===== src/design/usrh_pkg.sv =====
// Shared types, codes and a helper function for the standard request handler.
package usrh_pkg;

    typedef enum logic [1:0] {
        ST_POWERED    = 2'd0,
        ST_DEFAULT    = 2'd1,
        ST_ADDRESS    = 2'd2,
        ST_CONFIGURED = 2'd3
    } t_dev_state;

    typedef enum logic [1:0] {
        EV_SETUP     = 2'd0,
        EV_DATA      = 2'd1,
        EV_STATUS    = 2'd2,
        EV_BUS_RESET = 2'd3
    } t_event;

    typedef enum logic [1:0] {
        EP_NONE    = 2'd0,
        EP_ENABLE  = 2'd1,
        EP_DISABLE = 2'd2
    } t_ep_action;

    localparam logic [7:0] REQ_GET_STATUS        = 8'd0;
    localparam logic [7:0] REQ_CLEAR_FEATURE     = 8'd1;
    localparam logic [7:0] REQ_SET_ADDRESS       = 8'd5;
    localparam logic [7:0] REQ_GET_DESCRIPTOR    = 8'd6;
    localparam logic [7:0] REQ_GET_CONFIGURATION = 8'd8;
    localparam logic [7:0] REQ_SET_CONFIGURATION = 8'd9;
    localparam logic [7:0] REQ_GET_INTERFACE     = 8'd10;
    localparam logic [7:0] REQ_SET_INTERFACE     = 8'd11;

    localparam logic [7:0] RT_STD_DEV_OUT  = 8'h00;
    localparam logic [7:0] RT_STD_IF_OUT   = 8'h01;
    localparam logic [7:0] RT_STD_DEV_IN   = 8'h80;
    localparam logic [7:0] RT_STD_IF_IN    = 8'h81;

    localparam logic [7:0]  DESC_DEVICE = 8'd1;
    localparam logic [7:0]  DESC_CONFIG = 8'd2;
    localparam logic [7:0]  DESC_STRING = 8'd3;
    localparam logic [15:0] LANG_EN_US  = 16'h0409;
    localparam logic [15:0] MAX_ADDRESS = 16'd127;
    localparam logic [15:0] SELF_POWERED_BIT = 16'd1;

    localparam int unsigned CFG_INDEX_W = 3;
    localparam int unsigned CFG_DATA_W  = 8;

    localparam logic [CFG_INDEX_W-1:0] CFG_CONFIG_NUM  = 3'd0;
    localparam logic [CFG_INDEX_W-1:0] CFG_IF_TOTAL    = 3'd1;
    localparam logic [CFG_INDEX_W-1:0] CFG_CTRL_IF     = 3'd2;
    localparam logic [CFG_INDEX_W-1:0] CFG_STREAM_IF   = 3'd3;
    localparam logic [CFG_INDEX_W-1:0] CFG_STREAM_EP   = 3'd4;
    localparam logic [CFG_INDEX_W-1:0] CFG_STRING_LIM  = 3'd5;

    typedef struct packed {
        logic [1:0]  event_kind;
        logic [7:0]  request_type;
        logic [7:0]  opcode;
        logic [15:0] request_value;
        logic [15:0] request_index;
        logic [15:0] request_length;
    } t_request;

    typedef struct packed {
        logic        stall_res;
        logic [15:0] reply_length;
        logic [15:0] reply_bytes;
        logic        descriptor_fetch;
        logic [7:0]  descriptor_type;
        logic [7:0]  descriptor_number;
        logic        address_update;
        logic [6:0]  new_address;
        t_ep_action  endpoint_action;
        t_dev_state  device_state_now;
    } t_result;

    // recipient check shared by get status and clear feature
    function automatic logic recip_err(
        input logic [7:0]  rtype,
        input logic [7:0]  base,
        input logic [15:0] wi,
        input logic [4:0]  if_total,
        input t_dev_state  state,
        input logic [7:0]  ep_addr
    );
        logic err;
        err = 1'b1;
        if (rtype == base) begin
            err = (wi != 16'd0);
        end else if (rtype == (base | 8'd1)) begin
            err = (wi >= {11'd0, if_total}) || (state != ST_CONFIGURED);
        end else if (rtype == (base | 8'd2)) begin
            err = (wi != 16'd0) &&
                  ((state != ST_CONFIGURED) || (wi != {8'd0, ep_addr}));
        end
        return err;
    endfunction

endpackage


===== src/design/usb_standard_request_handler_core.sv =====
// Standard request handler: device state, request checks and replies in one pass.
//
// Usage:
//   The slave stream takes one control event per beat: s_axis_tuser carries
//   the event kind (setup, data, status, bus reset) and s_axis_tdata the
//   setup packet fields. The master stream returns exactly one result beat
//   per event: m_axis_tuser is the stall flag, m_axis_tdata the reply length,
//   reply bytes, descriptor fetch request, address update, endpoint action
//   and the device state after the event.
//   An accepted beat lands in an input register, the decision logic works on
//   it and the result register presents the outcome. One beat per cycle is
//   sustained while the receiver does not stall; device state and the stream
//   endpoint flag are read and updated in that single decision stage, so
//   back-to-back events see each other's effects.
//   When the receiver stalls, the result holds, the input register keeps its
//   beat and s_axis_tready drops once both are full.
//   The configuration port writes one register per cycle; write it only
//   while no beat is in flight. Reset clears both stages, puts the device in
//   powered state, disables the stream endpoint and loads register defaults.
module usb_standard_request_handler_core (
    input  logic                                i_clk,
    input  logic                                i_rst_n,
    input  logic                                i_cfg_we,
    input  logic [usrh_pkg::CFG_INDEX_W-1:0]    i_cfg_index,
    input  logic [usrh_pkg::CFG_DATA_W-1:0]     i_cfg_data,
    input  logic                                s_axis_tvalid,
    output logic                                s_axis_tready,
    // [7:0] request_type, [15:8] opcode, [31:16] request_value,
    // [47:32] request_index, [63:48] request_length
    input  logic [63:0]                         s_axis_tdata,
    // [1:0] event_kind
    input  logic [1:0]                          s_axis_tuser,
    output logic                                m_axis_tvalid,
    input  logic                                m_axis_tready,
    // [15:0] reply_length, [31:16] reply_bytes, [32] descriptor_fetch,
    // [40:33] descriptor_type, [48:41] descriptor_number, [49] address_update,
    // [56:50] new_address, [58:57] endpoint_action, [60:59] device_state_now,
    // [63:61] zero
    output logic [63:0]                         m_axis_tdata,
    // [0] stall_res
    output logic                                m_axis_tuser
);

    logic                 r_in_valid;
    logic                 r_out_valid;
    usrh_pkg::t_request   r_req;
    usrh_pkg::t_result    r_res;
    usrh_pkg::t_result    n_res;
    usrh_pkg::t_dev_state r_state;
    usrh_pkg::t_dev_state n_state;
    logic                 r_ep_on;
    logic                 n_ep_on;

    logic [7:0] r_cfg_num;
    logic [4:0] r_if_total;
    logic [3:0] r_ctrl_if;
    logic [3:0] r_stream_if;
    logic [7:0] r_stream_ep;
    logic [7:0] r_string_lim;

    logic w_advance;
    logic w_in_fire;
    logic w_setup_err;

    assign w_advance     = r_in_valid && (!r_out_valid || m_axis_tready);
    assign s_axis_tready = !r_in_valid || w_advance;
    assign w_in_fire     = s_axis_tvalid && s_axis_tready;

    always_ff @(posedge i_clk) begin
        if (!i_rst_n) begin
            r_in_valid   <= 1'b0;
            r_out_valid  <= 1'b0;
            r_state      <= usrh_pkg::ST_POWERED;
            r_ep_on      <= 1'b0;
            r_cfg_num    <= 8'd1;
            r_if_total   <= 5'd2;
            r_ctrl_if    <= 4'd0;
            r_stream_if  <= 4'd1;
            r_stream_ep  <= 8'd129;
            r_string_lim <= 8'd3;
        end else begin
            if (s_axis_tready) begin
                r_in_valid <= s_axis_tvalid;
            end
            if (w_advance) begin
                r_out_valid <= 1'b1;
                r_state     <= n_state;
                r_ep_on     <= n_ep_on;
            end else if (m_axis_tready) begin
                r_out_valid <= 1'b0;
            end
            if (i_cfg_we) begin
                case (i_cfg_index)
                    usrh_pkg::CFG_CONFIG_NUM: r_cfg_num    <= i_cfg_data;
                    usrh_pkg::CFG_IF_TOTAL:   r_if_total   <= i_cfg_data[4:0];
                    usrh_pkg::CFG_CTRL_IF:    r_ctrl_if    <= i_cfg_data[3:0];
                    usrh_pkg::CFG_STREAM_IF:  r_stream_if  <= i_cfg_data[3:0];
                    usrh_pkg::CFG_STREAM_EP:  r_stream_ep  <= i_cfg_data;
                    usrh_pkg::CFG_STRING_LIM: r_string_lim <= i_cfg_data;
                    default: ;
                endcase
            end
        end
    end

    always_ff @(posedge i_clk) begin
        if (w_in_fire) begin
            r_req.event_kind     <= s_axis_tuser;
            r_req.request_type   <= s_axis_tdata[7:0];
            r_req.opcode         <= s_axis_tdata[15:8];
            r_req.request_value  <= s_axis_tdata[31:16];
            r_req.request_index  <= s_axis_tdata[47:32];
            r_req.request_length <= s_axis_tdata[63:48];
        end
        if (w_advance) begin
            r_res <= n_res;
        end
    end

    // setup-stage check
    always_comb begin
        logic [7:0]  rt;
        logic [15:0] wv;
        logic [15:0] wi;
        logic [15:0] wl;
        logic [7:0]  dt;
        logic [7:0]  idx;
        rt = r_req.request_type;
        wv = r_req.request_value;
        wi = r_req.request_index;
        wl = r_req.request_length;
        dt = wv[15:8];
        idx = wv[7:0];
        w_setup_err = 1'b1;
        case (r_req.opcode)
            usrh_pkg::REQ_GET_DESCRIPTOR: begin
                if (rt == usrh_pkg::RT_STD_DEV_IN) begin
                    if (dt == usrh_pkg::DESC_DEVICE || dt == usrh_pkg::DESC_CONFIG) begin
                        w_setup_err = (idx != 8'd0) || (wi != 16'd0);
                    end else if (dt == usrh_pkg::DESC_STRING) begin
                        w_setup_err = ((idx == 8'd0) && (wi != 16'd0)) ||
                                      ((idx != 8'd0) && (wi != usrh_pkg::LANG_EN_US)) ||
                                      (idx > r_string_lim);
                    end
                end
            end
            usrh_pkg::REQ_GET_CONFIGURATION: begin
                if (rt == usrh_pkg::RT_STD_DEV_IN) begin
                    w_setup_err = (wv != 16'd0) || (wi != 16'd0) || (wl != 16'd1) ||
                                  (r_state == usrh_pkg::ST_DEFAULT);
                end
            end
            usrh_pkg::REQ_GET_INTERFACE: begin
                if (rt == usrh_pkg::RT_STD_IF_IN) begin
                    w_setup_err = (wi >= {11'd0, r_if_total}) ||
                                  (r_state == usrh_pkg::ST_ADDRESS) ||
                                  (wv != 16'd0) || (wl != 16'd1) ||
                                  (r_state == usrh_pkg::ST_DEFAULT);
                end
            end
            usrh_pkg::REQ_GET_STATUS: begin
                w_setup_err = usrh_pkg::recip_err(rt, usrh_pkg::RT_STD_DEV_IN, wi,
                                                  r_if_total, r_state, r_stream_ep) ||
                              (wv != 16'd0) || (wl != 16'd2) ||
                              (r_state == usrh_pkg::ST_DEFAULT);
            end
            usrh_pkg::REQ_SET_ADDRESS: begin
                if (rt == usrh_pkg::RT_STD_DEV_OUT) begin
                    w_setup_err = (wv > usrh_pkg::MAX_ADDRESS) || (wi != 16'd0) ||
                                  (wl != 16'd0) || (r_state == usrh_pkg::ST_CONFIGURED);
                end
            end
            usrh_pkg::REQ_SET_CONFIGURATION: begin
                if (rt == usrh_pkg::RT_STD_DEV_OUT) begin
                    w_setup_err = ((wv != 16'd0) && (wv != {8'd0, r_cfg_num})) ||
                                  (wi != 16'd0) || (wl != 16'd0) ||
                                  (r_state == usrh_pkg::ST_DEFAULT);
                end
            end
            usrh_pkg::REQ_SET_INTERFACE: begin
                if (rt == usrh_pkg::RT_STD_IF_OUT && r_state != usrh_pkg::ST_ADDRESS) begin
                    if (wi == {12'd0, r_ctrl_if}) begin
                        w_setup_err = (wv != 16'd0);
                    end else if (wi == {12'd0, r_stream_if}) begin
                        w_setup_err = (wv > 16'd1);
                    end
                    w_setup_err = w_setup_err ||
                                  !((wi == {12'd0, r_ctrl_if}) ||
                                    (wi == {12'd0, r_stream_if})) ||
                                  (wl != 16'd0) || (r_state == usrh_pkg::ST_DEFAULT);
                end
            end
            usrh_pkg::REQ_CLEAR_FEATURE: begin
                w_setup_err = usrh_pkg::recip_err(rt, usrh_pkg::RT_STD_DEV_OUT, wi,
                                                  r_if_total, r_state, r_stream_ep) ||
                              (wl != 16'd0) || (r_state == usrh_pkg::ST_DEFAULT);
            end
            default: w_setup_err = 1'b1;
        endcase
    end

    // event execution, next state and result
    always_comb begin
        logic        is_in;
        logic [15:0] wv;
        logic [15:0] wi;
        is_in   = r_req.request_type[7];
        wv      = r_req.request_value;
        wi      = r_req.request_index;
        n_state = r_state;
        n_ep_on = r_ep_on;
        n_res   = '0;
        n_res.endpoint_action = usrh_pkg::EP_NONE;
        if (r_req.event_kind == usrh_pkg::EV_BUS_RESET) begin
            n_state = usrh_pkg::ST_DEFAULT;
            n_ep_on = 1'b0;
        end else if (r_req.request_type[6:5] != 2'd0) begin
            n_res.stall_res = 1'b1;
        end else if (r_req.event_kind == usrh_pkg::EV_SETUP) begin
            if (w_setup_err) begin
                n_res.stall_res = 1'b1;
            end else if (is_in) begin
                case (r_req.opcode)
                    usrh_pkg::REQ_GET_DESCRIPTOR: begin
                        n_res.descriptor_fetch  = 1'b1;
                        n_res.descriptor_type   = wv[15:8];
                        n_res.descriptor_number = wv[7:0];
                        n_res.reply_length      = r_req.request_length;
                    end
                    usrh_pkg::REQ_GET_CONFIGURATION: begin
                        n_res.reply_length = 16'd1;
                        n_res.reply_bytes  = (r_state == usrh_pkg::ST_ADDRESS) ?
                                             16'd0 : {8'd0, r_cfg_num};
                    end
                    usrh_pkg::REQ_GET_INTERFACE: begin
                        n_res.reply_length = 16'd1;
                        n_res.reply_bytes  = {15'd0,
                                              (wi == {12'd0, r_stream_if}) && r_ep_on};
                    end
                    usrh_pkg::REQ_GET_STATUS: begin
                        n_res.reply_length = 16'd2;
                        n_res.reply_bytes  = (r_req.request_type[4:0] == 5'd0) ?
                                             usrh_pkg::SELF_POWERED_BIT : 16'd0;
                    end
                    default: ;
                endcase
            end
        end else if (r_req.event_kind == usrh_pkg::EV_STATUS && !is_in) begin
            case (r_req.opcode)
                usrh_pkg::REQ_SET_ADDRESS: begin
                    if (r_state == usrh_pkg::ST_DEFAULT && wv != 16'd0) begin
                        n_state = usrh_pkg::ST_ADDRESS;
                    end else if (r_state == usrh_pkg::ST_ADDRESS && wv == 16'd0) begin
                        n_state = usrh_pkg::ST_DEFAULT;
                    end
                    n_res.address_update = 1'b1;
                    n_res.new_address    = wv[6:0];
                end
                usrh_pkg::REQ_SET_CONFIGURATION: begin
                    if (r_state == usrh_pkg::ST_ADDRESS && wv != 16'd0) begin
                        n_state = usrh_pkg::ST_CONFIGURED;
                    end else if (r_state == usrh_pkg::ST_CONFIGURED && wv == 16'd0) begin
                        n_state = usrh_pkg::ST_ADDRESS;
                    end
                    if (r_ep_on) begin
                        n_ep_on = 1'b0;
                        n_res.endpoint_action = usrh_pkg::EP_DISABLE;
                    end
                end
                usrh_pkg::REQ_SET_INTERFACE: begin
                    if (wv != 16'd0) begin
                        if (!r_ep_on) begin
                            n_ep_on = 1'b1;
                            n_res.endpoint_action = usrh_pkg::EP_ENABLE;
                        end
                    end else if (wi == {12'd0, r_stream_if} && r_ep_on) begin
                        n_ep_on = 1'b0;
                        n_res.endpoint_action = usrh_pkg::EP_DISABLE;
                    end
                end
                usrh_pkg::REQ_CLEAR_FEATURE,
                usrh_pkg::REQ_GET_STATUS,
                usrh_pkg::REQ_GET_DESCRIPTOR,
                usrh_pkg::REQ_GET_CONFIGURATION,
                usrh_pkg::REQ_GET_INTERFACE: ;
                default: n_res.stall_res = 1'b1;
            endcase
        end
        n_res.device_state_now = n_state;
    end

    assign m_axis_tvalid = r_out_valid;
    assign m_axis_tuser  = r_res.stall_res;
    assign m_axis_tdata  = {3'd0,
                            r_res.device_state_now,
                            r_res.endpoint_action,
                            r_res.new_address,
                            r_res.address_update,
                            r_res.descriptor_number,
                            r_res.descriptor_type,
                            r_res.descriptor_fetch,
                            r_res.reply_bytes,
                            r_res.reply_length};

    a_action_not_stalled: assert property (@(posedge i_clk) disable iff (!i_rst_n)
        r_out_valid && (r_res.endpoint_action != usrh_pkg::EP_NONE) |-> !r_res.stall_res)
        else $error("endpoint action on a stalled result");

    a_enable_tracks_flag: assert property (@(posedge i_clk) disable iff (!i_rst_n)
        r_out_valid && (r_res.endpoint_action == usrh_pkg::EP_ENABLE) |-> r_ep_on)
        else $error("endpoint enable reported but flag clear");

    a_state_reported: assert property (@(posedge i_clk) disable iff (!i_rst_n)
        r_out_valid |-> (r_res.device_state_now == r_state))
        else $error("reported device state differs from state register");

    a_state_held_idle: assert property (@(posedge i_clk)
        i_rst_n && !w_advance |=> $stable(r_ep_on) && $stable(r_state))
        else $error("state changed without a beat");

endmodule

===== config.mk =====
export PLATFORM = sky130hd
export DESIGN_NAME = usb_standard_request_handler_core
export DESIGN_NICKNAME = d
export VERILOG_FILES = /design/src/design/usrh_pkg.sv /design/src/design/usb_standard_request_handler_core.sv
export SDC_FILE = /design/constraint.sdc
export NUM_CORES = 1
export LEC_CHECK = 0
export ABC_AREA = 1
export BUFFER_PORTS_ARGS = -buffer_cell sky130_fd_sc_hd__buf_2
export CAP_MARGIN = 15
export CORE_MARGIN = 8
export CORE_UTILIZATION = 35
export DETAILED_ROUTE_END_ITERATION = 6
export HOLD_SLACK_MARGIN = 0.15
export PLACE_DENSITY = 0.61
export SYNTH_ARGS = -nofsm -noshare
export SYNTH_HDL_FRONTEND = slang
export SYNTH_SLANG_ARGS = --single-unit

===== constraint.sdc =====
create_clock -name i_clk -period 2.5 [get_ports i_clk]
set_input_delay 0.125 -clock i_clk [delete_from_list [all_inputs] [get_ports i_clk]]
set_output_delay 0.125 -clock i_clk [all_outputs]
set_load 0.02 [all_outputs]

* After elaboration in Yosys (flattened, before gate mapping)
Index checks and enable logic that the tools add are counted.
** Storage, ports and cells
- Register bits after elaboration :: 170
- Output and inout bits :: 67
** Cells by class
- Order comparisons :: 4
- Equal/unequal tests :: 37
- Muxes and demuxes :: 55
- Bitwise operators :: 5
- Reduce and logical (&&, ||, !) cells :: 75
** Operator list (count)
- one-hot mux 16 bit (3 select lines) :: 1
- nonzero test 16 bit :: 3
- 2-to-1 mux 1 bit :: 35
- == test 16 x 4 -> 1 bit :: 2
- == test 8 x 4 -> 1 bit (second input constant) :: 4
- inequality test 16 x 8 -> 1 bit :: 2
- logical OR 1 bit :: 30
- == test 8 x 1 -> 1 bit (second input constant) :: 3
- == test 8 x 2 -> 1 bit (second input constant) :: 3
- == test 8 bit (second input constant) :: 3
- zero test 8 bit :: 3
- one-hot mux 8 bit (3 select lines) :: 1
- 2-to-1 mux 2 bit :: 11
- 2-to-1 mux 17 bit :: 1
- == test 8 x 3 -> 1 bit (second input constant) :: 2
- greater-or-equal comparator 16 x 5 -> 1 bit :: 1
- greater-than comparator 16 x 1 -> 1 bit (second input constant) :: 1
- greater-than comparator 16 x 7 -> 1 bit (second input constant) :: 1
- zero test 16 bit :: 1
- 2-to-1 mux 8 bit :: 2
- inequality test 16 x 1 -> 1 bit (second input constant) :: 1
- inequality test 16 x 11 -> 1 bit (second input constant) :: 1
- inequality test 16 x 2 -> 1 bit (second input constant) :: 1
- logical AND 1 bit :: 13
- 26 further kinds :: 50

* Longest topological paths before layout
- Depth in word-level cells :: 14
- Gate-level depth with buffers :: 18
- Depth with buffers taken out :: 18

* Worst setup path before layout
No wires, ideal clock.
- Kind :: reg-to-reg
- Start point :: register r_out_valid, in the netlist m_axis_tvalid
- End point :: register r_req[0] (netlist bit) (enable)
- Library setup time :: 420 ps
- Arrival :: 2038 ps
- Data required time :: 2080 ps
- Slack :: 42 ps
- Cell stages (with the launch flop) :: 4
- Buffers on the path :: 0
- Period minus slack after synthesis :: 2458 ps
- Path through :: dfxtp_1 -> nand3_1 -> nand2_1 -> inv_1
** On the way
- Longest elaborated chain between the ends :: 5
** RTL lines
- start, declared :: RTL line usb_standard_request_handler_core.sv:45 : logic r_out_valid;
- start signal, assigned :: RTL line usb_standard_request_handler_core.sv:72 : r_out_valid <= 1'b0;
- start signal, assigned :: RTL line usb_standard_request_handler_core.sv:86 : r_out_valid <= 1'b1;
- start signal, assigned :: RTL line usb_standard_request_handler_core.sv:90 : r_out_valid <= 1'b0;
- zero test 1 bit :: RTL line usb_standard_request_handler_core.sv:65 : assign w_advance = r_in_valid && (!r_out_valid || m_axis_tready);
- logical OR 1 bit :: RTL line usb_standard_request_handler_core.sv:65
- logical AND 1 bit :: RTL line usb_standard_request_handler_core.sv:65
- logical OR 1 bit :: RTL line usb_standard_request_handler_core.sv:66 : assign s_axis_tready = !r_in_valid || w_advance;
- net s_axis_tready :: RTL line usb_standard_request_handler_core.sv:27 : output logic s_axis_tready,
- logical AND 1 bit :: RTL line usb_standard_request_handler_core.sv:67 : assign w_in_fire = s_axis_tvalid && s_axis_tready;
- net w_in_fire :: RTL line usb_standard_request_handler_core.sv:62 : logic w_in_fire;
- end, declared :: RTL line usb_standard_request_handler_core.sv:46 : usrh_pkg::t_request r_req;
The timed path passes the listed nets, and every way through them passes these cells.
A chain may end at the register's enable or synchronous reset.

* Worst setup path after layout
- Start point :: register r_req[16] (netlist bit)
- End point :: register r_res (netlist bit m_axis_tdata[12]) (data pin)
** On the way
- Longest elaborated chain between the ends :: 12
- Elaborated cells between the ends (all ways) :: 59
** RTL lines
- parallel branches: the longest is 10 deep, another holds greater-or-equal comparator 16 x 5 -> 1 bit
- one-hot mux 1 bit (8 select lines) (*) :: RTL line usb_standard_request_handler_core.sv:135 : case (r_req.opcode)
- OR reduction 5 bit (no source line) (*)
- end signal, assigned :: RTL line usb_standard_request_handler_core.sv:116 : r_res <= n_res;
- end, declared :: RTL line usb_standard_request_handler_core.sv:47 : usrh_pkg::t_result r_res;
Every way passes the cells marked *. The select of a mux whose other input is x is not followed.

==> impl_results.md <==
* Remaining DRCs at 0
* Cells after Synth at 732
* Yosys warning count at 0
* Crit-path max cell delay at 0.48 ns
* Min cycle time layout at 2.288 ns
* Avg Inst Size Synth at 9.888 sq um
* Final net count at 1084
* Crit-path max FO at 25
* Layout area overhead at 35.97%
* DRT Pass-1 Iters at 4
* X dimension of the die at 159.8 um
* WL/cell at 14.69 um
* GP Congestion at 0.8890
* Fin. max-slew vios at 0
* R2R cell count at 16
* F_max at 437.1 MHz
* Die Area at 25540 sq um
* First-pass GRT wire length at 29250 um
* PortBufs at 137
* Overall power consumption at 0.006420 W
* 1st-iter DRT viols at 412
* Core Util, Final at 48.48%
* Largest net degree at the start of global routing at 34
* GRT Util Overall at 14.51%
* Slew headroom at 54.89%
* Grt met2 use at 23.69%
* CTS max path bufs at 2
* CP Capture Type: register
* Leak Pwr at 4.135 nW
* Synthesized area at 7238 sq um
* CP arrival at 2.58 ns
* Least-Margin Pin Slew at 0.6715 ns
* Core area at 20300 sq um
* Initial antenna violation count at 0
* Grt total ovfl at 0
* Fin crit share at 91.52%
* Fin. Hold Viols at 0
* Vias in the first global route at 5674
* Placed inst area at 8376 sq um
* Cell mode on critical path: nand2_1
* Setup TNS at 0 ns
* Startpoint Class: register
* Sequential share of the synthesized area at 61.40%
* Total I/O pin count at 149
* Worst path slowest cell: edfxtp_1
* Routed via count at 5679
* Crit Path Class: register to register
* Maxcap violations at 0
* Worst VDD drop at 0.0004628 V
* CTS tree: done
* PD cells at 652.3 nW/um^2
* Status: completed
* Met1 GRT Util at 18.56%
* Vias/cell at 4.472
* RSZ-0062 raised after global routing: no
* Worst-path clk slew at 0.06 ns
* Clock root cell: clkbuf_16
* FP Rows at 52
* Final Cell Area at 9842 sq um
* Fraction of layout cells with a size suffix above 1 at 23.30%
* Die height at 159.8 um
* Worst path cell trace: inv_2 -> ha_1 -> inv_1 -> nand2_1 -> nand2_1 -> nand2_1 -> nand2_1 -> nand2_1 -> nand2_1 -> nand4_1 -> nand2_1 -> nand4_2 -> nor2_4 -> nand4_4 -> buf_12 -> nor2_2
* Final number of setup-violating endpoints at 0
* Post-Route Skew at 0.007958 ns
* GRT busiest layer: met2
* Initial core utilization at 35.66%
* Clk sinks at 162
* CTS buffer count at 17
* H-tree depth at 4
* Crit path required time at 2.79 ns
* Met3 track utilization from global routing at 3.856%
* Number of distinct library cells after synthesis at 37
* N_diodes at 0
* Hpwl dp at 13870 um
* FF+latch count, synth at 162
* Antenna viol nets, final at 0
* Finished Layout Cells at 1270
* WHS Path Cells at 4
* Final wirelength at 18660 um
* Clock Latency Late Sink at 0.42 ns
* Hold crit path type: input pin to register
* Cells after DPL at 1156
worst paths after layout:
kind	startpoint	endpoint	slack, ns
setup / recovery	r_req[16]	m_axis_tdata[12]	0.21
hold / removal	i_cfg_index[1]	r_stream_if[0]	0.17
setup reg to reg	r_req[16]	m_axis_tdata[12]	0.21
hold reg to reg	r_if_total[2]	r_if_total[2]	0.46
where the power goes:
group          total (W)  leakage, nW  switching, W  internal, W
logic           0.000601         2.37      0.000346     0.000255
registers        0.00310         1.47     0.0000697      0.00303
clock network    0.00272        0.290       0.00105      0.00167
total            0.00642         4.13       0.00147      0.00495
synth_stat cells:
cell type | n | area, sq um
nor2b_1 | 1 | 6.260
nand3_2 | 1 | 10.01
nor4_2 | 1 | 12.51
xnor2_1 | 9 | 78.83
or2_2 | 1 | 6.260
nor3_2 | 1 | 10.01
buf_4 | 11 | 82.58
clkbuf_2 | 1 | 5.000
o21ai_0 | 40 | 200.2
nand2_2 | 3 | 18.77
nor2_2 | 11 | 68.82
nand3_1 | 36 | 180.2
nor2_4 | 12 | 135.1
a31oi_1 | 4 | 25.02
nand3b_1 | 1 | 7.510
nor2_1 | 113 | 424.2
conb_1 | 1 | 3.750
nand4_4 | 1 | 21.27
nand2_1 | 108 | 405.4
xor2_1 | 8 | 70.07
nand4_1 | 12 | 75.07
a21oi_1 | 32 | 160.2
clkbuf_1 | 7 | 26.28
dfxtp_1 | 42 | 840.8
buf_6 | 2 | 22.52
edfxtp_1 | 120 | 3603
o21ai_1 | 1 | 5.000
o211ai_1 | 2 | 15.01
o21bai_1 | 1 | 7.510
inv_1 | 109 | 409.1
nor3b_1 | 1 | 7.510
a211oi_1 | 1 | 7.510
nand4_2 | 1 | 12.51
clkinv_1 | 1 | 3.750
ha_1 | 13 | 162.7
nor3_1 | 17 | 85.08
inv_2 | 6 | 22.52
through the flow:
step | hold slack (ns) | setup slack [ns]
finish | 0.1731 | 0.2121
global route | 0.2109 | 0.003170
CTS | 0.1511 | 0.1313
detailed placement | 0.3031 | 0.1551
global placement | 0.3027 | 0.1680
floorplan | 0.2239 | 0.04156
worst max-delay path, delay by kind of cell, from the launching register on:
kind                     cells  cell delay, ns
AND/OR/NAND/NOR             12            1.02
flip-flops                   1            0.48
adder cells (fa/ha/maj)      1            0.23
buffers and inverters        3            0.39
placed cells by master (no fill, tap or decap), drive strengths merged:
| cell | synthesis | final |
|---|---|---|
| o211ai | 2 | 2 |
| nor3 | 18 | 18 |
| nand4 | 14 | 14 |
| clkinv | 1 | 5 |
| o21ai | 41 | 41 |
| dlygate4sd3 | 0 | 81 |
| nor4 | 1 | 1 |
| xnor2 | 9 | 9 |
| or2 | 1 | 1 |
| nor3b | 1 | 1 |
| a211oi | 1 | 1 |
| nor2 | 136 | 136 |
| buf | 13 | 162 |
| ha | 13 | 13 |
| conb | 1 | 17 |
| nand3 | 37 | 37 |
| nand2 | 111 | 111 |
| clkbuf | 8 | 18 |
| bufinv | 0 | 4 |
| a21oi | 32 | 32 |
| a31oi | 4 | 4 |
| o21bai | 1 | 1 |
| nor2b | 1 | 1 |
| xor2 | 8 | 8 |
| edfxtp | 120 | 120 |
| dfxtp | 42 | 42 |
| nand3b | 1 | 1 |
| inv | 115 | 117 |
| clkinvlp | 0 | 2 |
final cells by class:
type | instances | area [sq um]
Clock inverter | 12 | 182.7
Inverter | 116 | 435.4
Clock buffer | 18 | 429.2
Fill cell | 1904 | 10460
Multi-Input combinational cell | 449 | 2303
Tap cell | 270 | 337.8
Timing Repair Buffer | 243 | 1709
Sequential cell | 162 | 4444
flip-flops by register name, summed over array words and instances, names as in the netlist:
name and flops:
m_axis_tdata 53, m_axis_tuser 1, m_axis_tvalid 1, r_cfg_num 8, r_ctrl_if 4, r_ep_on 1
r_if_total 5, r_in_valid 1, r_req 66, r_state 2, r_stream_ep 8, r_stream_if 4
r_string_lim 8
cells by family (layout without fill, tap and decap cells):
family | Yosys count | in the layout | synth area share [%]
AND/OR/NAND/NOR | 321 | 321 | 20.54
flip-flops | 162 | 162 | 61.40
buffers and inverters | 137 | 389 | 7.900
AO/OA/AOI/OAI | 81 | 81 | 5.808
XOR/XNOR | 17 | 17 | 2.057
adder cells (fa/ha/maj) | 13 | 13 | 2.247
other | 1 | 17 | 0.05181
layer usage:
layer / vias up / wire, um
li1: 2886 / -
met1: 2585 / 8454
met2: 191 / 8753
met3: 17 / 1234
met4: 0 / 220
met5: - / 0
timing repair:
item                                    4_1_cts  5_1_grt
gates resized for setup                       0        5
hold buffers                                 81        0
buffers inserted                              0        3
endpoints found under the setup margin        0       33
endpoints found under the hold margin       106        0
(Power assumes the default switching activity.)
